===== config.mk =====
export PLATFORM = sky130hd
export DESIGN_NAME = mwsm_front
export DESIGN_NICKNAME = d
export VERILOG_FILES = /design/src/design/mwsm_pkg.sv /design/src/design/mwsm_front.sv
export SDC_FILE = /design/constraint.sdc
export NUM_CORES = 1
export LEC_CHECK = 0
export BUFFER_PORTS_ARGS = -buffer_cell sky130_fd_sc_hd__buf_2
export CAP_MARGIN = 20
export CORE_MARGIN = 5
export CORE_UTILIZATION = 49
export CTS_CLUSTER_SIZE = 10
export DETAILED_ROUTE_END_ITERATION = 7
export GPL_TIMING_DRIVEN = 0
export PLACE_DENSITY = 0.67
export SLEW_MARGIN = 30
export SYNTH_ARGS = -nofsm -noshare
export SYNTH_HDL_FRONTEND = slang
export SYNTH_SLANG_ARGS = --single-unit

===== constraint.sdc =====
create_clock -name clk -period 7.95 [get_ports clk]
set_clock_uncertainty 0.15 [all_clocks]
set_input_delay 1.1925 -clock clk [delete_from_list [all_inputs] [get_ports clk]]
set_output_delay 1.1925 -clock clk [all_outputs]
set_load 0.03 [all_outputs]

===== src/design/mwsm_pkg.sv =====
// Shared types, constants and the sine table of the mecanum wheel speed mixer.
package mwsm_pkg;

  // Fixed field widths
  localparam int CH_W     = 11;
  localparam int HEAD_W   = 16;
  localparam int GAIN_W   = 16;
  localparam int WHEEL_W  = 14;
  localparam int NWHEEL   = 4;
  localparam int CFG_IDX_W = 2;

  // Fixed behavior constants
  localparam int TARGET_LIMIT    = 7800;
  localparam int ANGLE_FRAC_BITS = 4;
  localparam int CENTRE          = 1024;
  localparam int SIN_ONE_SHIFT   = 15;
  localparam int ROUND_SHIFT     = 23;
  localparam logic [GAIN_W-1:0] GAIN_RESET = 16'd256;

  // Register indexes
  localparam logic [CFG_IDX_W-1:0] REG_GAIN_FORWARD = 2'd0;
  localparam logic [CFG_IDX_W-1:0] REG_GAIN_STRAFE  = 2'd1;
  localparam logic [CFG_IDX_W-1:0] REG_GAIN_TURN    = 2'd2;

  // Angle reduction
  localparam int ANGLE_UNITS   = 360 << ANGLE_FRAC_BITS;
  localparam int QUARTER_UNITS = 90 << ANGLE_FRAC_BITS;
  localparam int ANGLE_W       = $clog2(ANGLE_UNITS);
  localparam int ANGLE_OFFSET  = ((32768 + ANGLE_UNITS - 1) / ANGLE_UNITS) * ANGLE_UNITS;
  localparam int REDUCE_STEPS  = (32767 + ANGLE_OFFSET) / ANGLE_UNITS;
  localparam int OFFSET_W      = $clog2(32768 + ANGLE_OFFSET);
  localparam int DEG_W         = ANGLE_W - ANGLE_FRAC_BITS;
  localparam int FRAC_W        = ANGLE_FRAC_BITS;
  localparam int ROUND_HALF    = 1 << (ANGLE_FRAC_BITS - 1);

  // Datapath widths
  localparam int SPEED_W = CH_W + 1 + GAIN_W + 1;   // centred channel times gain
  localparam int SIN_W   = 17;                      // holds +-32768
  localparam int PROD_W  = SPEED_W + SIN_W;
  localparam int ROT_W   = PROD_W + 1;
  localparam int ACC_W   = ROT_W + 3;
  localparam int T_W     = ACC_W - ROUND_SHIFT;

  localparam logic [SIN_W-1:0] QSINE [0:90] = '{
    17'd0,     17'd572,   17'd1144,  17'd1715,  17'd2286,  17'd2856,  17'd3425,
    17'd3993,  17'd4560,  17'd5126,  17'd5690,  17'd6252,  17'd6813,  17'd7371,
    17'd7927,  17'd8481,  17'd9032,  17'd9580,  17'd10126, 17'd10668, 17'd11207,
    17'd11743, 17'd12275, 17'd12803, 17'd13328, 17'd13848, 17'd14365, 17'd14876,
    17'd15384, 17'd15886, 17'd16384, 17'd16877, 17'd17364, 17'd17847, 17'd18324,
    17'd18795, 17'd19261, 17'd19720, 17'd20174, 17'd20622, 17'd21063, 17'd21498,
    17'd21926, 17'd22348, 17'd22763, 17'd23170, 17'd23571, 17'd23965, 17'd24351,
    17'd24730, 17'd25102, 17'd25466, 17'd25822, 17'd26170, 17'd26510, 17'd26842,
    17'd27166, 17'd27482, 17'd27789, 17'd28088, 17'd28378, 17'd28660, 17'd28932,
    17'd29197, 17'd29452, 17'd29698, 17'd29935, 17'd30163, 17'd30382, 17'd30592,
    17'd30792, 17'd30983, 17'd31164, 17'd31336, 17'd31499, 17'd31651, 17'd31795,
    17'd31928, 17'd32052, 17'd32166, 17'd32270, 17'd32365, 17'd32449, 17'd32524,
    17'd32588, 17'd32643, 17'd32688, 17'd32723, 17'd32748, 17'd32763, 17'd32768
  };

  // Full-wave sine of a whole degree, 0..360
  function automatic logic signed [SIN_W-1:0] sine_deg(input logic [DEG_W-1:0] k);
    logic [SIN_W-1:0] m;
    logic             neg;
    if (k <= DEG_W'(90)) begin
      m   = QSINE[7'(k)];
      neg = 1'b0;
    end else if (k <= DEG_W'(180)) begin
      m   = QSINE[7'(DEG_W'(180) - k)];
      neg = 1'b0;
    end else if (k <= DEG_W'(270)) begin
      m   = QSINE[7'(k - DEG_W'(180))];
      neg = 1'b1;
    end else begin
      m   = QSINE[7'(DEG_W'(360) - k)];
      neg = 1'b1;
    end
    return neg ? -$signed(m) : $signed(m);
  endfunction

  typedef struct packed {
    logic signed [SPEED_W-1:0] vx;
    logic signed [SPEED_W-1:0] vy;
    logic signed [SPEED_W-1:0] vw;
  } speed_t;

  typedef struct packed {
    speed_t             spd;
    logic [ANGLE_W-1:0] ang;
  } front_t;

  typedef struct packed {
    speed_t                  spd;
    logic signed [SIN_W-1:0] sa;
    logic signed [SIN_W-1:0] sb;
    logic [FRAC_W-1:0]       sf;
    logic signed [SIN_W-1:0] ca;
    logic signed [SIN_W-1:0] cb;
    logic [FRAC_W-1:0]       cf;
  } look_t;

  typedef struct packed {
    speed_t                  spd;
    logic signed [SIN_W-1:0] s;
    logic signed [SIN_W-1:0] c;
  } trig_t;

  typedef struct packed {
    logic signed [ROT_W-1:0]   rx;
    logic signed [ROT_W-1:0]   ry;
    logic signed [SPEED_W-1:0] vw;
  } rot_t;

endpackage


===== src/design/mwsm_front.sv =====
// First stage: channel centering and gain, heading reduction modulo a full turn.
module mwsm_front (
  input  logic                           clk,
  input  logic                           rst_n,
  input  logic                           en,
  input  logic                           valid_in,
  input  logic [mwsm_pkg::CH_W-1:0]      stick_forward,
  input  logic [mwsm_pkg::CH_W-1:0]      stick_strafe,
  input  logic [mwsm_pkg::CH_W-1:0]      stick_turn,
  input  logic signed [mwsm_pkg::HEAD_W-1:0] heading_angle,
  input  logic [mwsm_pkg::GAIN_W-1:0]    gain_forward,
  input  logic [mwsm_pkg::GAIN_W-1:0]    gain_strafe,
  input  logic [mwsm_pkg::GAIN_W-1:0]    gain_turn,
  output logic                           valid_r,
  output mwsm_pkg::front_t               data_r
);

  localparam int CW = mwsm_pkg::CH_W + 1;
  localparam int OW = mwsm_pkg::OFFSET_W;
  localparam int SW = mwsm_pkg::SPEED_W;

  logic signed [CW-1:0] cf, cs, ct;
  logic [OW-1:0]        a_off;
  logic [OW-1:0]        rem;
  mwsm_pkg::front_t     data_nxt;

  always_comb begin
    cf = $signed({1'b0, stick_forward}) - $signed(CW'(mwsm_pkg::CENTRE));
    cs = $signed({1'b0, stick_strafe})  - $signed(CW'(mwsm_pkg::CENTRE));
    ct = $signed({1'b0, stick_turn})    - $signed(CW'(mwsm_pkg::CENTRE));
    data_nxt.spd.vx = SW'(cf) * SW'($signed({1'b0, gain_forward}));
    data_nxt.spd.vy = SW'(cs) * SW'($signed({1'b0, gain_strafe}));
    data_nxt.spd.vw = SW'(ct) * SW'($signed({1'b0, gain_turn}));

    // shift to non-negative, then subtract the largest fitting multiple of a turn
    a_off = {{(OW - mwsm_pkg::HEAD_W){heading_angle[mwsm_pkg::HEAD_W-1]}}, heading_angle}
            + OW'(mwsm_pkg::ANGLE_OFFSET);
    rem = a_off;
    for (int k = 1; k <= mwsm_pkg::REDUCE_STEPS; k++) begin
      if (a_off >= OW'(k * mwsm_pkg::ANGLE_UNITS)) begin
        rem = a_off - OW'(k * mwsm_pkg::ANGLE_UNITS);
      end
    end
    data_nxt.ang = rem[mwsm_pkg::ANGLE_W-1:0];
  end

  always_ff @(posedge clk) begin
    if (!rst_n) begin
      valid_r <= 1'b0;
    end else if (en) begin
      valid_r <= valid_in;
    end
  end

  always_ff @(posedge clk) begin
    if (en) begin
      data_r <= data_nxt;
    end
  end

endmodule


==> results by group <==
Cells and area
  – Share of cells above drive strength 1: 9.53%
  – Util after Layout: 53.6%
  – Layout Area Growth over Synthesis: 8.80%
  – Most frequent cells in the layout: inv_1, fa_1, nand2_1, ha_1, buf_2
  – Most common cell after layout, fill and taps aside: inv_1
  – Final Net Count: 3634

Synth
  – Top_reg_cell synth: edfxtp_1
  – Post-synth top area cell: fa_1
  – Asr flop ratio synth: 0%
  – Synthesized instance count: 2631
  – Syn Area/Cell: 9.08 µm²
  – Number of synthesized flops with an enable pin: 100
  – YS warnings: 0
  – Library cells used by synthesis: 79
  – Top cells by area, synth: fa_1, ha_1, edfxtp_1
  – Synthesized area: 0.0239 mm²
  – Register bit count reported by yosys: 101
  – Top cell type's share of synthesized area: 35.4%
  – Sequential element share of the synthesized area: 12.6%
  – Syn nets: 3427

CTS
  – H-tree levels: 3
  – Post-CTS Setup Inserts: 0
  – Clk slew on worst S/H paths: 80 ps
  – # clock sinks: 101
  – Clock Tree Buf Depth: 2
  – Clock Latency Late Sink: 390 ps
  – Hold buffers post-CTS: 0
  – CTS buffer count: 9
  – Root buffer selected by CTS: clkbuf_16
  – CTS tree: yes

Pwr
  – Pwr dens: 370 mW/mm²
  – Net switching power: 4940 µW
  – Leakage: 0.0130 µW
  – Combinational Power Share: 82.1%
  – Internal power: 4690 µW
  – Sequential share of power: 13.0%
  – Sw Share: 51.3%
  – Peak supply drop: 0.000377 V
  – Clk pwr share: 4.9%

Routing
  – DR pass1 iterations: 7
  – Drt wl/cell: 17.4 µm
  – DRC Markers: 0
  – Number of DRC markers in iteration 0: 1196
  – WL final: 60400 µm
  – Post-route ant nets: 0
  – Vias: 18.5k
  – Vias/cell: 5.34

Placed design
  – Port bufs: 198
  – HPWL Detailed: 50700 µm
  – GP Congestion: 0.909

STA
  – Fin. Hold Viols: 0
  – Period utilization: 95.6%
  – Pins over their slew limit: 0
  – Slew of the pin with the lowest slew margin: 881 ps
  – Slew Limit Headroom: 40.8%
  – Fmax achieved: 132 MHz
  – Final hold slack: 369 ps
  – RSZ-0062 raised after global routing: false
  – Final min period: 7600 ps
  – Final setup violation count: 0

Global route
  – Gr ovfl total: 0
  – Global-route wire length before repair: 99500 µm
  – Initial antenna violation count: 2
  – Vias in the first global route: 19.3k
  – Pin count of the biggest net entering global routing: 53
  – Gr usage total: 23.1%

Setup path
  – Crit Path Max Fanout: 10
  – Worst path required time: 7950 ps
  – R2R Setup Slk: 7220 ps
  – Worst Reg-to-Reg Cells: 2
  – Launch point of the worst reg-to-reg path: valid_r
  – Worst Setup End Kind: flip-flop
  – CP endpoint: data_r[70]
  – CP Launch Point: stick_strafe[8]
  – Crit path DAT: 7600 ps
  – Worst Setup Path Type: in -> reg
  – FF-to-FF End: valid_r
  – Crit path launch type: input port

Die
  – I/O pins: 202
  – Die Area: 0.0533 mm²
  – Die Y: 231 µm
  – Die width: 231 µm
  – Core Rows: 81
  – Core Area: 0.0485 mm²
  – Starting Density: 49.2%

Hold path
  – Hold Path Class: reg -> reg
  – Hold depth: 2

Outcome
  – Status: finished, final reports clean

Job
  – Max cap viols: 0
## through the flow
stage / setup slack, ps / area, µm² / total power [µW] / setup TNS (ps) / instances
after floorplan: 887 / 23900 / 7320 / 0 / 2631
after global placement: -555 / 25700 / 9030 / -1460 / 3451
after detailed placement: -680 / 25700 / 9200 / -2130 / 3452
after CTS: 17.0 / 26000 / 9760 / 0 / 3468
after global routing: 13.6 / 26000 / 10800 / 0 / 3465
final: 350 / 26000 / 9620 / 0 / 3466
## routing by layer
layer	vias to the layer above	share of wire [%]	GRT usage [%]
li1	8525	-	-
met1	9260	42	30.7
met2	617	49	38.8
met3	97	6.7	4.05
met4	2	2.4	7.15
met5	-	0.022	0
## cells by family (layout without fill, tap and decap cells)
group	after synthesis	after routing	share of synthesized area, %
other cells	0	1	0
flops	101	101	12.6
xor+xnor	79	79	2.96
buf+inv	678	890	10.7
mux	5	5	0.209
fa+ha+maj	695	695	49.7
compound gates	255	255	7.47
simple gates	818	818	16.3
## critical path, stage by stage
cell       delay [ps]
buf_2             190
clkbuf_1          520
nand2_1           150
fa_1              500
inv_1              50
fa_1              570
fa_1              440
fa_1              490
inv_1              60
fa_1              480
inv_1              40
ha_1              210
or3_1             470
or3_1             390
o32ai_1           100
o21ba_1           240
a221oi_2          360
a21oi_1           160
and4_1            260
a2111oi_4         430
a21oi_1           160
xnor2_1           140
## worst min path at each step
stage | from | to | slack, ps
6_report | valid_r | valid_r | 370
5_1_grt | valid_r | valid_r | 430
4_1_cts | valid_r | valid_r | 380
3_5_place_dp | valid_r | valid_r | 360
3_3_place_gp | valid_r | valid_r | 340
2_1_floorplan | valid_r | valid_r | 490
## registers in the layout, indices dropped and copies added (netlist names)
register	flops
valid_r	1
data_r	100
## synthesized netlist by cell type (all sizes together) (19+ instances only)
library cell / instances
inv: 573
fa: 423
nand2: 389
ha: 272
and2: 170
edfxtp: 100
nor2: 98
clkbuf: 94
xnor2: 69
a21oi: 66
nor2b: 45
o21ai: 38
nor3: 22
or2: 21
nand3: 19
o21a: 19
## timing repair
action                                  in CTS  in global routing
resized for setup                            1                  2
endpoints found under the setup margin       3                  5
cloned                                       0                  0
## final cells by class
| class | count | area, µm² |
|---|---|---|
| tap | 622 | 778 |
| buffer | 102 | 400 |
| inverter | 573 | 2150 |
| timing repair buffer | 199 | 1020 |
| multi-input combinational | 1852 | 18300 |
| fill | 4520 | 22500 |
| clock inverter | 6 | 63.8 |
| antenna | 1 | 2.50 |
| sequential | 101 | 3020 |
| clock buffer | 10 | 229 |
## power groups by stage
stage | Sequential (µW) | Clock [µW] | Combinational (µW)
after floorplan | 1680 | 0 | 5640
after global placement | 1260 | 0 | 7770
final | 1250 | 472 | 7900
after detailed placement | 1270 | 0 | 7930
after CTS | 1260 | 496 | 8010
after global routing | 1270 | 513 | 9010
No activity file was read; power rests on OpenSTA's default activity.
