**config.mk**
```make
export PLATFORM = sky130hd
export DESIGN_NAME = mwsm_trig
export DESIGN_NICKNAME = d
export VERILOG_FILES = /design/src/design/mwsm_pkg.sv /design/src/design/mwsm_trig.sv
export SDC_FILE = /design/constraint.sdc
export NUM_CORES = 2
export LEC_CHECK = 0
export ABC_AREA = 1
export BUFFER_PORTS_ARGS = -buffer_cell sky130_fd_sc_hd__buf_2
export CORE_MARGIN = 2
export CORE_UTILIZATION = 28
export CTS_CLUSTER_DIAMETER = 200
export DETAILED_ROUTE_END_ITERATION = 8
export PLACE_DENSITY = 0.41
export SYNTH_ARGS = -nofsm -noshare
export SYNTH_HDL_FRONTEND = slang
export SYNTH_SLANG_ARGS = --single-unit
```
**constraint.sdc**
```tcl
create_clock -name clk -period 7.1 [get_ports clk]
set_input_delay 0 -clock clk [delete_from_list [all_inputs] [get_ports clk]]
set_output_delay 0 -clock clk [all_outputs]
set_load 0.02 [all_outputs]
```
**src/design/mwsm_pkg.sv**
```systemverilog
// Shared types, constants and the sine table of the mecanum wheel speed mixer.
package mwsm_pkg;

  // Fixed field widths
  localparam int CH_W     = 11;
  localparam int HEAD_W   = 16;
  localparam int GAIN_W   = 16;
  localparam int WHEEL_W  = 14;
  localparam int NWHEEL   = 4;
  localparam int CFG_IDX_W = 2;

  // Fixed behavior constants
  localparam int TARGET_LIMIT    = 7800;
  localparam int ANGLE_FRAC_BITS = 4;
  localparam int CENTRE          = 1024;
  localparam int SIN_ONE_SHIFT   = 15;
  localparam int ROUND_SHIFT     = 23;
  localparam logic [GAIN_W-1:0] GAIN_RESET = 16'd256;

  // Register indexes
  localparam logic [CFG_IDX_W-1:0] REG_GAIN_FORWARD = 2'd0;
  localparam logic [CFG_IDX_W-1:0] REG_GAIN_STRAFE  = 2'd1;
  localparam logic [CFG_IDX_W-1:0] REG_GAIN_TURN    = 2'd2;

  // Angle reduction
  localparam int ANGLE_UNITS   = 360 << ANGLE_FRAC_BITS;
  localparam int QUARTER_UNITS = 90 << ANGLE_FRAC_BITS;
  localparam int ANGLE_W       = $clog2(ANGLE_UNITS);
  localparam int ANGLE_OFFSET  = ((32768 + ANGLE_UNITS - 1) / ANGLE_UNITS) * ANGLE_UNITS;
  localparam int REDUCE_STEPS  = (32767 + ANGLE_OFFSET) / ANGLE_UNITS;
  localparam int OFFSET_W      = $clog2(32768 + ANGLE_OFFSET);
  localparam int DEG_W         = ANGLE_W - ANGLE_FRAC_BITS;
  localparam int FRAC_W        = ANGLE_FRAC_BITS;
  localparam int ROUND_HALF    = 1 << (ANGLE_FRAC_BITS - 1);

  // Datapath widths
  localparam int SPEED_W = CH_W + 1 + GAIN_W + 1;   // centred channel times gain
  localparam int SIN_W   = 17;                      // holds +-32768
  localparam int PROD_W  = SPEED_W + SIN_W;
  localparam int ROT_W   = PROD_W + 1;
  localparam int ACC_W   = ROT_W + 3;
  localparam int T_W     = ACC_W - ROUND_SHIFT;

  localparam logic [SIN_W-1:0] QSINE [0:90] = '{
    17'd0,     17'd572,   17'd1144,  17'd1715,  17'd2286,  17'd2856,  17'd3425,
    17'd3993,  17'd4560,  17'd5126,  17'd5690,  17'd6252,  17'd6813,  17'd7371,
    17'd7927,  17'd8481,  17'd9032,  17'd9580,  17'd10126, 17'd10668, 17'd11207,
    17'd11743, 17'd12275, 17'd12803, 17'd13328, 17'd13848, 17'd14365, 17'd14876,
    17'd15384, 17'd15886, 17'd16384, 17'd16877, 17'd17364, 17'd17847, 17'd18324,
    17'd18795, 17'd19261, 17'd19720, 17'd20174, 17'd20622, 17'd21063, 17'd21498,
    17'd21926, 17'd22348, 17'd22763, 17'd23170, 17'd23571, 17'd23965, 17'd24351,
    17'd24730, 17'd25102, 17'd25466, 17'd25822, 17'd26170, 17'd26510, 17'd26842,
    17'd27166, 17'd27482, 17'd27789, 17'd28088, 17'd28378, 17'd28660, 17'd28932,
    17'd29197, 17'd29452, 17'd29698, 17'd29935, 17'd30163, 17'd30382, 17'd30592,
    17'd30792, 17'd30983, 17'd31164, 17'd31336, 17'd31499, 17'd31651, 17'd31795,
    17'd31928, 17'd32052, 17'd32166, 17'd32270, 17'd32365, 17'd32449, 17'd32524,
    17'd32588, 17'd32643, 17'd32688, 17'd32723, 17'd32748, 17'd32763, 17'd32768
  };

  // Full-wave sine of a whole degree, 0..360
  function automatic logic signed [SIN_W-1:0] sine_deg(input logic [DEG_W-1:0] k);
    logic [SIN_W-1:0] m;
    logic             neg;
    if (k <= DEG_W'(90)) begin
      m   = QSINE[7'(k)];
      neg = 1'b0;
    end else if (k <= DEG_W'(180)) begin
      m   = QSINE[7'(DEG_W'(180) - k)];
      neg = 1'b0;
    end else if (k <= DEG_W'(270)) begin
      m   = QSINE[7'(k - DEG_W'(180))];
      neg = 1'b1;
    end else begin
      m   = QSINE[7'(DEG_W'(360) - k)];
      neg = 1'b1;
    end
    return neg ? -$signed(m) : $signed(m);
  endfunction

  typedef struct packed {
    logic signed [SPEED_W-1:0] vx;
    logic signed [SPEED_W-1:0] vy;
    logic signed [SPEED_W-1:0] vw;
  } speed_t;

  typedef struct packed {
    speed_t             spd;
    logic [ANGLE_W-1:0] ang;
  } front_t;

  typedef struct packed {
    speed_t                  spd;
    logic signed [SIN_W-1:0] sa;
    logic signed [SIN_W-1:0] sb;
    logic [FRAC_W-1:0]       sf;
    logic signed [SIN_W-1:0] ca;
    logic signed [SIN_W-1:0] cb;
    logic [FRAC_W-1:0]       cf;
  } look_t;

  typedef struct packed {
    speed_t                  spd;
    logic signed [SIN_W-1:0] s;
    logic signed [SIN_W-1:0] c;
  } trig_t;

  typedef struct packed {
    logic signed [ROT_W-1:0]   rx;
    logic signed [ROT_W-1:0]   ry;
    logic signed [SPEED_W-1:0] vw;
  } rot_t;

endpackage

```
**src/design/mwsm_trig.sv**
```systemverilog
// Sine and cosine of the heading: table lookup stage, then interpolation stage.
module mwsm_trig (
  input  logic             clk,
  input  logic             rst_n,
  input  logic             en,
  input  logic             valid_in,
  input  mwsm_pkg::front_t data_in,
  output logic             valid_r,
  output mwsm_pkg::trig_t  data_r
);

  localparam int AW = mwsm_pkg::ANGLE_W;
  localparam int F  = mwsm_pkg::ANGLE_FRAC_BITS;
  localparam int DW = mwsm_pkg::DEG_W;
  localparam int IW = mwsm_pkg::SIN_W + F + 2;

  function automatic logic signed [mwsm_pkg::SIN_W-1:0] interp(
    input logic signed [mwsm_pkg::SIN_W-1:0] a,
    input logic signed [mwsm_pkg::SIN_W-1:0] b,
    input logic [mwsm_pkg::FRAC_W-1:0]       f
  );
    logic signed [IW-1:0] diff;
    logic signed [IW-1:0] v;
    diff = IW'(b) - IW'(a);
    v = (IW'(a) <<< F) + diff * IW'($signed({1'b0, f})) + IW'(mwsm_pkg::ROUND_HALF);
    return v[F +: mwsm_pkg::SIN_W];
  endfunction

  logic [AW:0]      rc_sum;
  logic [AW-1:0]    rc;
  logic [DW-1:0]    ds, dc;
  mwsm_pkg::look_t  look_nxt, look_r;
  logic             look_valid_r;
  mwsm_pkg::trig_t  data_nxt;

  // lookup stage: cosine angle is the sine angle plus a quarter turn
  always_comb begin
    rc_sum = {1'b0, data_in.ang} + (AW + 1)'(mwsm_pkg::QUARTER_UNITS);
    if (rc_sum >= (AW + 1)'(mwsm_pkg::ANGLE_UNITS)) begin
      rc_sum = rc_sum - (AW + 1)'(mwsm_pkg::ANGLE_UNITS);
    end
    rc = rc_sum[AW-1:0];
    ds = data_in.ang[AW-1:F];
    dc = rc[AW-1:F];
    look_nxt.spd = data_in.spd;
    look_nxt.sa  = mwsm_pkg::sine_deg(ds);
    look_nxt.sb  = mwsm_pkg::sine_deg(ds + DW'(1));
    look_nxt.sf  = data_in.ang[F-1:0];
    look_nxt.ca  = mwsm_pkg::sine_deg(dc);
    look_nxt.cb  = mwsm_pkg::sine_deg(dc + DW'(1));
    look_nxt.cf  = rc[F-1:0];
  end

  always_comb begin
    data_nxt.spd = look_r.spd;
    data_nxt.s   = interp(look_r.sa, look_r.sb, look_r.sf);
    data_nxt.c   = interp(look_r.ca, look_r.cb, look_r.cf);
  end

  always_ff @(posedge clk) begin
    if (!rst_n) begin
      look_valid_r <= 1'b0;
      valid_r      <= 1'b0;
    end else if (en) begin
      look_valid_r <= valid_in;
      valid_r      <= look_valid_r;
    end
  end

  always_ff @(posedge clk) begin
    if (en) begin
      look_r <= look_nxt;
      data_r <= data_nxt;
    end
  end

endmodule

```
==> impl_metrics.env <==
export IMPL_setup_viol=0
export IMPL_dr_pass1_iters=7
export IMPL_dp_hpwl_um=191000
export IMPL_avgSynthCellArea_um2=6.12
export IMPL_required_ns=7.40
export IMPL_grtUsageTotal=0.308
export IMPL_path_clk_slew_ns=0.07
export IMPL_r2r_cells=35
export IMPL_via_per_inst=5.71
export IMPL_p_per_area_nw_per_um2=523
export IMPL_antenna_found_initial=15
export IMPL_synthArstFlopShare=0
export IMPL_r2r_end="data_r[33]$_DFFE_PP_"
export IMPL_grt_pass1_vias=49176
export IMPL_status="completed"
export IMPL_grt_setup_unrepaired="no"
export IMPL_drv_slew=0
export IMPL_crit_type="flip-flop to flip-flop"
export IMPL_drive_above_1_share=0.0851
export IMPL_slowest_stage="fa_1"
export IMPL_finClkSkew_ns=0.0129
export IMPL_clock_fmax_ghz=0.159
export IMPL_synth_seq_area_share=0.198
export IMPL_synth_edff_count=280
export IMPL_total_power_uw=25300
export IMPL_min_to="data_r[29]$_DFFE_PP_"
export IMPL_syn_num_nets=7383
export IMPL_end_kind="flip-flop"
export IMPL_hp_class="input port to flip-flop"
export IMPL_whs_path_depth=1
export IMPL_clockBufferDepth=3
export IMPL_die_area_um2=156000
export IMPL_max_slew_margin_rel=0.0746
export IMPL_arrival_ns=6.60
export IMPL_setup_tns_ns=0
export IMPL_synth_area_um2=42700
export IMPL_numCtsBuffers=27
export IMPL_crit_path_start_kind="flip-flop"
export IMPL_cts_sinks=282
export IMPL_portBuffers=225
export IMPL_grt_pass1_wl_um=359000
export IMPL_worst_slew_pin_slew_ns=1.37
export IMPL_die_w_um=395
export IMPL_drv_cap=0
export IMPL_synth_cells=6984
export IMPL_ir_drop_mv=0.456
export IMPL_leakagePower_uw=0.0223
export IMPL_final_core_util=0.318
export IMPL_die_h_um=395
export IMPL_worst_path_max_fanout=4
export IMPL_io_pins=226
export IMPL_period_share=0.888
export IMPL_placed_area_um2=46500
export IMPL_grt_start_max_net_pins=170
export IMPL_worstSkewPairLatency_ns=0.56
export IMPL_drt_total_wl_um=252000
export IMPL_ys_flop_type="edfxtp_1"
export IMPL_cts_tree="built"
export IMPL_fin_nets=7552
export IMPL_ys_warn_count=0
export IMPL_worstHoldStart="en"
export IMPL_crit_top_cell="a21oi_1"
export IMPL_drtAntennaViolNets=0
export IMPL_ys_types=72
export IMPL_setup_slack_ns=0.797
export IMPL_min_period_ns=6.30
export IMPL_cpPeakStageDelay_ns=0.54
export IMPL_dr_first_iter_drc_count=6909
export IMPL_num_vias=52570
export IMPL_row_count=143
export IMPL_hold_viol_final=0
export IMPL_cts_resized=0
export IMPL_cts_max_level=1
export IMPL_initial_core_util=0.282
export IMPL_gp_congestion=0.997
export IMPL_pre_cts_slack_ns=0.733
export IMPL_cts_root_buf="clkbuf_16"
export IMPL_design_area_um2=48300
export IMPL_drc_errors=0
export IMPL_synth_seq_cells=282
export IMPL_syn_to_final_growth_pct=12.9
export IMPL_timing_rr_start="look_r[61]$_DFFE_PP_"
export IMPL_grt_overflow_total=0
export IMPL_rrSetupSlack_ns=0.80
export IMPL_post_cts_repair_setup_buffers=0
export IMPL_coreArea_um2=152000
export IMPL_avgRoutedWirePerCell_um=27.4
==> cell usage after synthesis (26+ instances only) <==
cell	instances	share of area
a21oi_1	387	0.045
a31oi_1	54	0.0079
buf_1	52	0.0046
buf_2	105	0.012
clkbuf_1	227	0.020
edfxtp_1	280	0.20
fa_1	108	0.051
ha_1	187	0.055
inv_1	746	0.066
inv_2	26	0.0023
nand2_1	1836	0.16
nand2_2	31	0.0045
nand3_1	615	0.072
nand4_1	39	0.0057
nor2_1	827	0.073
nor3_1	54	0.0063
o211ai_1	152	0.027
o21ai_0	675	0.079
o221ai_1	55	0.011
o22ai_1	70	0.010
o31ai_1	27	0.0047
xnor2_1	37	0.0076
xor2_1	94	0.019
==> cell families (layout without fill, tap and decap cells) <==
| family | after synthesis | after routing | synth area share |
|---|---|---|---|
| simple gates | 3450 | 3450 | 0.332 |
| compound gates | 1617 | 1617 | 0.223 |
| buf+inv | 1202 | 1388 | 0.112 |
| fa+ha+maj | 295 | 295 | 0.105 |
| flops | 282 | 282 | 0.198 |
| xor+xnor | 138 | 138 | 0.0300 |
| other cells | 0 | 9 | 0 |
==> registers in the layout, summed over array words and instances, names as in the netlist <==
| name | flops |
|---|---|
| look_valid_r | 1 |
| look_r | 72 |
| data_nxt | 87 |
| valid_r | 1 |
| data_r | 121 |
==> metal layers <==
layer | part of all wire | track usage
met1 | 0.45 | 0.444
met4 | 0.038 | 0.106
met3 | 0.092 | 0.0546
met5 | 0.00021 | 0
met2 | 0.42 | 0.459
==> power breakdown <==
group          internal, uW  switching, uW
Sequential             3160            124
Combinational          7300          13300
Clock                   778            635
==> cells in the final DEF (no fill, tap or decap), types with 14 or more instances in the layout <==
cell type,Yosys,layout
a211oi_1,24,24
a21oi_1,387,387
a221oi_1,14,14
a22oi_1,15,15
a31oi_1,54,54
buf_2,105,224
buf_4,19,228
clkbuf_16,0,27
clkinv_1,17,19
dlygate4sd3_1,0,94
edfxtp_1,280,280
fa_1,108,108
ha_1,187,183
inv_1,746,746
inv_2,26,26
nand2_1,1836,1835
nand2_2,31,32
nand3_1,615,615
nand4_1,39,39
nor2_1,827,823
nor3_1,54,54
o2111ai_1,21,21
o211ai_1,152,152
o21ai_0,675,675
o21ai_1,24,24
o21bai_1,15,15
o221ai_1,55,55
o22ai_1,70,70
o311ai_0,24,24
o31ai_1,27,27
xnor2_1,37,37
xor2_1,94,93
==> how the worst max path moves through the flow <==
stage	startpoint	endpoint	slack [ns]	depth (start not counted)
2_1_floorplan	look_r[42]$_DFFE_PP_	data_r[32]$_DFFE_PP_	1.33	32
3_3_place_gp	look_r[61]$_DFFE_PP_	data_r[33]$_DFFE_PP_	0.63	35
3_5_place_dp	look_r[42]$_DFFE_PP_	data_r[32]$_DFFE_PP_	0.73	32
4_1_cts	look_r[42]$_DFFE_PP_	data_r[32]$_DFFE_PP_	0.72	32
5_1_grt	look_r[61]$_DFFE_PP_	data_r[33]$_DFFE_PP_	0.07	35
6_report	look_r[61]$_DFFE_PP_	data_r[33]$_DFFE_PP_	0.80	35
==> area by class of cell <==
class	instances	area, um2
Inverter	789	2960
Timing Repair Buffer	553	3910
Tap cell	2030	2540
Clock buffer	33	698
Fill cell	17382	103000
Sequential cell	282	8450
Clock inverter	13	138
Multi-Input combinational cell	5500	29500
Antenna cell	9	22.5
==> per-stage QoR <==
step | hold WS [ns] | cells
2_1_floorplan | 0.0989 | 6984
4_1_cts | 0.0361 | 9200
6_report | 0.0324 | 9209
3_5_place_dp | 0.178 | 9060
5_1_grt | 0.0656 | 9202
3_3_place_gp | 0.176 | 9060
==> what timing repair did <==
action	in CTS	in global routing
hold buffers	94	0
setup endpoints to repair	0	0
endpoints found under the hold margin	93	0
==> critical path, delay by kind of cell (launching register included) <==
| kind | cells | cell delay [ns] |
|---|---|---|
| AO/OA/AOI/OAI | 13 | 1.84 |
| XOR/XNOR | 3 | 0.57 |
| adder cells (fa/ha/maj) | 5 | 2.10 |
| buffers and inverters | 4 | 0.22 |
| flip-flops | 1 | 0.42 |
| AND/OR/NAND/NOR | 10 | 0.88 |
(Power assumes the default switching activity.)
