### config.mk
export PLATFORM = sky130hd
export DESIGN_NAME = mwsm_mix
export DESIGN_NICKNAME = d
export VERILOG_FILES = /design/src/design/mwsm_pkg.sv /design/src/design/mwsm_mix.sv
export SDC_FILE = /design/constraint.sdc
export NUM_CORES = 1
export LEC_CHECK = 0
export BUFFER_PORTS_ARGS = -buffer_cell sky130_fd_sc_hd__buf_4
export CAP_MARGIN = 20
export CORE_ASPECT_RATIO = 0.7
export CORE_MARGIN = 2
export CORE_UTILIZATION = 44
export CTS_CLUSTER_SIZE = 28
export DETAILED_ROUTE_END_ITERATION = 10
export GPL_TIMING_DRIVEN = 0
export PLACE_DENSITY_LB_ADDON = 0.3
export SKIP_LAST_GASP = 1
export SLEW_MARGIN = 5
export SYNTH_ARGS = -nofsm -noshare
export SYNTH_HDL_FRONTEND = slang
export SYNTH_SLANG_ARGS = --single-unit
export TNS_END_PERCENT = 1
### constraint.sdc
create_clock -name clk -period 14.75 [get_ports clk]
set_input_delay 3.6875 -clock clk [delete_from_list [all_inputs] [get_ports clk]]
set_output_delay 3.6875 -clock clk [all_outputs]
set_load 0.05 [all_outputs]
### src/design/mwsm_pkg.sv
// Shared types, constants and the sine table of the mecanum wheel speed mixer.
package mwsm_pkg;

  // Fixed field widths
  localparam int CH_W     = 11;
  localparam int HEAD_W   = 16;
  localparam int GAIN_W   = 16;
  localparam int WHEEL_W  = 14;
  localparam int NWHEEL   = 4;
  localparam int CFG_IDX_W = 2;

  // Fixed behavior constants
  localparam int TARGET_LIMIT    = 7800;
  localparam int ANGLE_FRAC_BITS = 4;
  localparam int CENTRE          = 1024;
  localparam int SIN_ONE_SHIFT   = 15;
  localparam int ROUND_SHIFT     = 23;
  localparam logic [GAIN_W-1:0] GAIN_RESET = 16'd256;

  // Register indexes
  localparam logic [CFG_IDX_W-1:0] REG_GAIN_FORWARD = 2'd0;
  localparam logic [CFG_IDX_W-1:0] REG_GAIN_STRAFE  = 2'd1;
  localparam logic [CFG_IDX_W-1:0] REG_GAIN_TURN    = 2'd2;

  // Angle reduction
  localparam int ANGLE_UNITS   = 360 << ANGLE_FRAC_BITS;
  localparam int QUARTER_UNITS = 90 << ANGLE_FRAC_BITS;
  localparam int ANGLE_W       = $clog2(ANGLE_UNITS);
  localparam int ANGLE_OFFSET  = ((32768 + ANGLE_UNITS - 1) / ANGLE_UNITS) * ANGLE_UNITS;
  localparam int REDUCE_STEPS  = (32767 + ANGLE_OFFSET) / ANGLE_UNITS;
  localparam int OFFSET_W      = $clog2(32768 + ANGLE_OFFSET);
  localparam int DEG_W         = ANGLE_W - ANGLE_FRAC_BITS;
  localparam int FRAC_W        = ANGLE_FRAC_BITS;
  localparam int ROUND_HALF    = 1 << (ANGLE_FRAC_BITS - 1);

  // Datapath widths
  localparam int SPEED_W = CH_W + 1 + GAIN_W + 1;   // centred channel times gain
  localparam int SIN_W   = 17;                      // holds +-32768
  localparam int PROD_W  = SPEED_W + SIN_W;
  localparam int ROT_W   = PROD_W + 1;
  localparam int ACC_W   = ROT_W + 3;
  localparam int T_W     = ACC_W - ROUND_SHIFT;

  localparam logic [SIN_W-1:0] QSINE [0:90] = '{
    17'd0,     17'd572,   17'd1144,  17'd1715,  17'd2286,  17'd2856,  17'd3425,
    17'd3993,  17'd4560,  17'd5126,  17'd5690,  17'd6252,  17'd6813,  17'd7371,
    17'd7927,  17'd8481,  17'd9032,  17'd9580,  17'd10126, 17'd10668, 17'd11207,
    17'd11743, 17'd12275, 17'd12803, 17'd13328, 17'd13848, 17'd14365, 17'd14876,
    17'd15384, 17'd15886, 17'd16384, 17'd16877, 17'd17364, 17'd17847, 17'd18324,
    17'd18795, 17'd19261, 17'd19720, 17'd20174, 17'd20622, 17'd21063, 17'd21498,
    17'd21926, 17'd22348, 17'd22763, 17'd23170, 17'd23571, 17'd23965, 17'd24351,
    17'd24730, 17'd25102, 17'd25466, 17'd25822, 17'd26170, 17'd26510, 17'd26842,
    17'd27166, 17'd27482, 17'd27789, 17'd28088, 17'd28378, 17'd28660, 17'd28932,
    17'd29197, 17'd29452, 17'd29698, 17'd29935, 17'd30163, 17'd30382, 17'd30592,
    17'd30792, 17'd30983, 17'd31164, 17'd31336, 17'd31499, 17'd31651, 17'd31795,
    17'd31928, 17'd32052, 17'd32166, 17'd32270, 17'd32365, 17'd32449, 17'd32524,
    17'd32588, 17'd32643, 17'd32688, 17'd32723, 17'd32748, 17'd32763, 17'd32768
  };

  // Full-wave sine of a whole degree, 0..360
  function automatic logic signed [SIN_W-1:0] sine_deg(input logic [DEG_W-1:0] k);
    logic [SIN_W-1:0] m;
    logic             neg;
    if (k <= DEG_W'(90)) begin
      m   = QSINE[7'(k)];
      neg = 1'b0;
    end else if (k <= DEG_W'(180)) begin
      m   = QSINE[7'(DEG_W'(180) - k)];
      neg = 1'b0;
    end else if (k <= DEG_W'(270)) begin
      m   = QSINE[7'(k - DEG_W'(180))];
      neg = 1'b1;
    end else begin
      m   = QSINE[7'(DEG_W'(360) - k)];
      neg = 1'b1;
    end
    return neg ? -$signed(m) : $signed(m);
  endfunction

  typedef struct packed {
    logic signed [SPEED_W-1:0] vx;
    logic signed [SPEED_W-1:0] vy;
    logic signed [SPEED_W-1:0] vw;
  } speed_t;

  typedef struct packed {
    speed_t             spd;
    logic [ANGLE_W-1:0] ang;
  } front_t;

  typedef struct packed {
    speed_t                  spd;
    logic signed [SIN_W-1:0] sa;
    logic signed [SIN_W-1:0] sb;
    logic [FRAC_W-1:0]       sf;
    logic signed [SIN_W-1:0] ca;
    logic signed [SIN_W-1:0] cb;
    logic [FRAC_W-1:0]       cf;
  } look_t;

  typedef struct packed {
    speed_t                  spd;
    logic signed [SIN_W-1:0] s;
    logic signed [SIN_W-1:0] c;
  } trig_t;

  typedef struct packed {
    logic signed [ROT_W-1:0]   rx;
    logic signed [ROT_W-1:0]   ry;
    logic signed [SPEED_W-1:0] vw;
  } rot_t;

endpackage

### src/design/mwsm_mix.sv
// Last stage: wheel mixing, rounding, clamping and the output register.
module mwsm_mix (
  input  logic                              clk,
  input  logic                              rst_n,
  input  logic                              en,
  input  logic                              valid_in,
  input  mwsm_pkg::rot_t                    data_in,
  output logic                              valid_r,
  output logic [mwsm_pkg::WHEEL_W-1:0]      wheel_r [mwsm_pkg::NWHEEL],
  output logic [mwsm_pkg::NWHEEL-1:0]       flags_r
);

  localparam int AW = mwsm_pkg::ACC_W;
  localparam int TW = mwsm_pkg::T_W;

  logic signed [AW-1:0] rx, ry, w;
  logic signed [AW-1:0] acc [mwsm_pkg::NWHEEL];
  logic signed [AW-1:0] rnd;
  logic signed [TW-1:0] t;
  logic [mwsm_pkg::WHEEL_W-1:0] wheel_nxt [mwsm_pkg::NWHEEL];
  logic [mwsm_pkg::NWHEEL-1:0]  flags_nxt;

  always_comb begin
    rx = AW'(data_in.rx);
    ry = AW'(data_in.ry);
    w  = AW'(data_in.vw) <<< mwsm_pkg::SIN_ONE_SHIFT;
    acc[0] = -rx + ry + w;
    acc[1] =  rx + ry + w;
    acc[2] =  rx - ry + w;
    acc[3] = -rx - ry + w;
    flags_nxt = '0;
    for (int i = 0; i < mwsm_pkg::NWHEEL; i++) begin
      rnd = acc[i] + AW'(1 << (mwsm_pkg::ROUND_SHIFT - 1));
      t   = rnd[AW-1:mwsm_pkg::ROUND_SHIFT];
      if (t > TW'(mwsm_pkg::TARGET_LIMIT)) begin
        t = TW'(mwsm_pkg::TARGET_LIMIT);
        flags_nxt[i] = 1'b1;
      end else if (t < -TW'(mwsm_pkg::TARGET_LIMIT)) begin
        t = -TW'(mwsm_pkg::TARGET_LIMIT);
        flags_nxt[i] = 1'b1;
      end
      wheel_nxt[i] = t[mwsm_pkg::WHEEL_W-1:0];
    end
  end

  always_ff @(posedge clk) begin
    if (!rst_n) begin
      valid_r <= 1'b0;
    end else if (en) begin
      valid_r <= valid_in;
    end
  end

  always_ff @(posedge clk) begin
    if (en) begin
      wheel_r <= wheel_nxt;
      flags_r <= flags_nxt;
    end
  end

endmodule

==> out/summary.txt <==
SETUP PATH
----------------------------------------------------------------------------------------
CP Max Fanout .............................................................            8
Sort of element at the end of the critical path ...........................     register
Kind of critical path .....................................................       in2reg
Length in cells of the worst reg-to-reg path ..............................            2
Arrival time at the worst endpoint ........................................     12.15 ns
Critical path launch point type ...........................................   input port
Capturing point of the worst reg2reg path .................................      valid_r
WP data required ..........................................................     14.86 ns
Startpoint of the worst-slack reg-to-reg timing path ......................      valid_r
Register-to-register setup slack ..........................................     14.16 ns

CLOCK TREE
----------------------------------------------------------------------------------------
Post-CTS setup buffer count ...............................................            0
Count of cells resized by post-cts repair .................................            0
Maximum level of the CTS H-tree ...........................................            3
Clock sink count ..........................................................           61
Maximum clock path buffer count ...........................................            2
Clock latency reported for the late side of the worst-skew pair ...........      0.35 ns
Register clock-pin slew on the reported worst setup and hold paths ........      0.06 ns
Total clock buffers created by CTS ........................................            9
Cell at the root of the clock tree ........................................ sky130_fd_sc_hd__clkbuf_16
TritonCTS clock tree ......................................................          yes
Hold-fix buffers, CTS .....................................................            0

FLOORPLANNING
----------------------------------------------------------------------------------------
I/O pin count .............................................................          188
Area enclosed by the die boundary .........................................  50000 sq um
Core Rows .................................................................           67
Placeable core area .......................................................  47700 sq um
Initial Util ..............................................................        0.444
Die Span X ................................................................       266 um
Floorplan die height ......................................................       188 um

HOLD PATH
----------------------------------------------------------------------------------------
Startpoint of the lowest-slack hold path ..................................      valid_r
Worst hold path type ......................................................      reg2reg
Count of cells along the worst hold path ..................................            2
Hold Crit Endpoint ........................................................      valid_r

GLOBAL ROUTE
----------------------------------------------------------------------------------------
Via count of the first global-routing pass ................................        19500
Largest net degree at the start of global routing .........................           62
Remaining global-route overflow ...........................................            0
First-pass GRT wire length ................................................    115000 um
Initial antenna violation count ...........................................            0
Total global-route track usage ............................................        0.298

PWR
----------------------------------------------------------------------------------------
Part of the power in registers ............................................        0.101
Power Internal ............................................................      1.14 mW
Leakage dissipation .......................................................      11.4 nW
Total power after layout ..................................................      2.64 mW
Power dissipated by switching net loads ...................................      1.51 mW
Part of the power in combinational logic ..................................        0.816
Proportion of total power due to net switching ............................        0.570
Clk network pwr share .....................................................        0.083
Highest ir drop seen on vdd ...............................................      87.0 uV
Total power density per cell area .........................................  111 nW/um^2

LAYOUT
----------------------------------------------------------------------------------------
Diode insertion count for antenna repair ..................................            0
Fillers ...................................................................         4732
Final non-filler cell area ................................................  23700 sq um
Post-layout net count .....................................................         3555
Layout overhead on the synthesized area ...................................        11.9%
Final core utilization ....................................................        0.497
Layout cell share with drive strength beyond 1 ............................       0.0850

TIMING
----------------------------------------------------------------------------------------
Final critical-path required period .......................................     12.04 ns
Clock tree skew after final layout ........................................         0 ns
Unrepaired setup endpoints after global routing ...........................           no
Portion of the clock cycle consumed by the worst path in the final layout .        0.817
Number of endpoints failing setup at the final stage ......................            0
Hold Violations, Final ....................................................            0
Max-slew violation total from the final report ............................            0
Slew at the pin closest to its max-slew limit .............................      1.11 ns
Max-slew headroom .........................................................        0.243
Final sum of negative setup slack .........................................         0 ns
Max frequency .............................................................     83.0 MHz

PLACED DESIGN
----------------------------------------------------------------------------------------
Total half-perimeter wirelength after legalization and detailed placement .     66200 um
Count of input and output buffers .........................................          187
Cell area reported after detailed placement ...............................  23400 sq um
Routability congestion estimate ...........................................         1.05

ROUTE
----------------------------------------------------------------------------------------
Residual antenna-violating net count after detailed routing ...............            0
Detailed Route WL .........................................................     74900 um
Number of vias per cell after detailed routing ............................         5.85
Final routed DRC violation total ..........................................            0
Total vias in the final route .............................................        20400
DRT Pass-1 Iters ..........................................................            5
Routed wire length per instance ...........................................      21.4 um
Number of DRC violations after detailed-routing iteration 0 ...............         1849

JOB
----------------------------------------------------------------------------------------
Maxcap violations .........................................................            0

SYNTH
----------------------------------------------------------------------------------------
Library cells used by synthesis ...........................................           94
Leading post-synthesis cells by instance count ............................ sky130_fd_sc_hd__ha_1, sky130_fd_sc_hd__inv_1, sky130_fd_sc_hd__a21oi_1, sky130_fd_sc_hd__nand2_1, sky130_fd_sc_hd__o21ai_0
Area share of the largest cell type after synthesis .......................        0.254
Average cell area after synthesis .........................................   7.96 sq um
Area leader, netlist ...................................................... sky130_fd_sc_hd__ha_1
Number of enable-type register cells in the synthesized netlist ...........           60
Async SR Flop Fraction ....................................................            0
Most repeated cell in the gate-level netlist after synthesis .............. sky130_fd_sc_hd__ha_1
Syn_nets ..................................................................         3354
Ys Warns ..................................................................            0
Top_reg_cell synth ........................................................ sky130_fd_sc_hd__edfxtp_1
Cell types with the largest area share after synthesis .................... sky130_fd_sc_hd__ha_1, sky130_fd_sc_hd__fa_1, sky130_fd_sc_hd__edfxtp_1
Gate count of the mapped netlist ..........................................         2665
Synth Register Bits .......................................................           61
Sequential share of the synthesized area ..................................       0.0859
Synthesized area ..........................................................  21200 sq um

OUTCOME
----------------------------------------------------------------------------------------
Result of the run ......................................................... complete, no violations

==> cells by family after synthesis <==
group                    synth area share
AO/OA/AOI/OAI                       0.224
XOR/XNOR                           0.0508
adder cells (fa/ha/maj)             0.378
buffers and inverters              0.0807
flip-flops                         0.0859
multiplexers                      0.00620
AND/OR/NAND/NOR                     0.174
==> metal layers <==
metal  wire length [um]  vias up  share of wire  GRT usage
met5                  0        -              0          0
met4                789        0          0.011     0.0322
met3               5260       48          0.070     0.0393
met2              28900      705           0.39      0.413
met1              40000     9751           0.53      0.491
li1                   -     9933              -          -
==> per-stage QoR <==
| step | setup WS (ns) | hold slack, ns | instances |
|---|---|---|---|
| after detailed placement | 2.45 | 0.516 | 3475 |
| after global placement | 2.61 | 0.504 | 3473 |
| after global routing | 2.15 | 0.580 | 3492 |
| after CTS | 2.79 | 0.529 | 3491 |
| after floorplan | 4.49 | 0.743 | 2665 |
| final | 2.71 | 0.525 | 3492 |
==> worst max-delay path by stage <==
stage,slack [ns],end,start,cells after the start
final,2.71,wheel_r[45],data_in[87],26
after global routing,2.15,wheel_r[45],data_in[87],26
after CTS,2.79,wheel_r[45],data_in[87],26
after detailed placement,2.45,wheel_r[45],data_in[87],26
after global placement,2.61,wheel_r[45],data_in[87],26
after floorplan,4.49,wheel_r[7],data_in[87],21
==> placed cells by master, fill, tap and decap left out, types with 12 or more instances in the layout <==
cell type                   instances
sky130_fd_sc_hd__ha_1             430
sky130_fd_sc_hd__inv_1            400
sky130_fd_sc_hd__a21oi_1          223
sky130_fd_sc_hd__nand2_1          201
sky130_fd_sc_hd__buf_4            189
sky130_fd_sc_hd__o21ai_0          155
sky130_fd_sc_hd__nor2_1           141
sky130_fd_sc_hd__fa_1             132
sky130_fd_sc_hd__xnor2_1           82
sky130_fd_sc_hd__nand4_1           72
sky130_fd_sc_hd__edfxtp_1          60
sky130_fd_sc_hd__nand3_1           58
sky130_fd_sc_hd__nor3_1            57
sky130_fd_sc_hd__a21o_1            53
sky130_fd_sc_hd__clkbuf_1          46
sky130_fd_sc_hd__xor2_1            41
sky130_fd_sc_hd__o21bai_1          34
sky130_fd_sc_hd__o211ai_1          28
sky130_fd_sc_hd__a211oi_1          28
sky130_fd_sc_hd__o21a_1            26
sky130_fd_sc_hd__and3_1            25
sky130_fd_sc_hd__a31oi_1           25
sky130_fd_sc_hd__nor4_1            23
sky130_fd_sc_hd__nand2b_1          23
sky130_fd_sc_hd__a2111oi_0         18
sky130_fd_sc_hd__nor2b_1           17
sky130_fd_sc_hd__and2_1            16
sky130_fd_sc_hd__or3_1             15
sky130_fd_sc_hd__o31ai_1           15
sky130_fd_sc_hd__and4_1            12
sky130_fd_sc_hd__mux2i_1           12
==> state kept, by name (all words and copies together), names as in the netlist <==
| signal | cells |
|---|---|
| flags_r | 4 |
| wheel_r | 56 |
| valid_r | 1 |
==> critical path, cell delays in order <==
cell	delay, ns
sky130_fd_sc_hd__buf_4	0.14
sky130_fd_sc_hd__or4_4	0.55
sky130_fd_sc_hd__or4_4	0.54
sky130_fd_sc_hd__or2_1	0.32
sky130_fd_sc_hd__nor3_1	0.44
sky130_fd_sc_hd__nand3_1	0.30
sky130_fd_sc_hd__nor4_1	0.78
sky130_fd_sc_hd__nand3_1	0.30
sky130_fd_sc_hd__nor2_1	0.20
sky130_fd_sc_hd__xnor2_1	0.13
sky130_fd_sc_hd__fa_1	0.55
sky130_fd_sc_hd__inv_1	0.06
sky130_fd_sc_hd__ha_1	0.29
sky130_fd_sc_hd__ha_1	0.29
sky130_fd_sc_hd__clkbuf_1	0.20
sky130_fd_sc_hd__a21oi_1	0.19
sky130_fd_sc_hd__o21ai_0	0.19
sky130_fd_sc_hd__nor4_1	0.44
sky130_fd_sc_hd__o21ai_0	0.22
sky130_fd_sc_hd__o22ai_1	0.32
sky130_fd_sc_hd__o21ai_0	0.23
sky130_fd_sc_hd__xor2_1	0.21
sky130_fd_sc_hd__or4_1	0.59
sky130_fd_sc_hd__nor4b_1	0.46
sky130_fd_sc_hd__mux2i_1	0.30
sky130_fd_sc_hd__a21o_1	0.22
==> cell type report <==
cell class	count	area (sq um)	area share
buffer	50	210	0.00886
clock buffer	11	233	0.00981
clock inverter	5	51.3	0.00216
inverter	400	1500	0.0633
multi-input combinational	2154	17700	0.745
sequential	61	1820	0.0768
tap	621	777	0.0328
timing repair buffer	190	1450	0.0612
==> power by group through the flow <==
stage / sequential, mW / combinational (mW) / clock, mW
2_1_floorplan: 0.426 / 1.34 / 0
3_3_place_gp: 0.270 / 2.08 / 0
3_5_place_dp: 0.270 / 2.10 / 0
4_1_cts: 0.268 / 2.12 / 0.221
5_1_grt: 0.272 / 2.37 / 0.227
6_report: 0.267 / 2.15 / 0.220
Note: power is estimated with default switching activity, not from simulation.
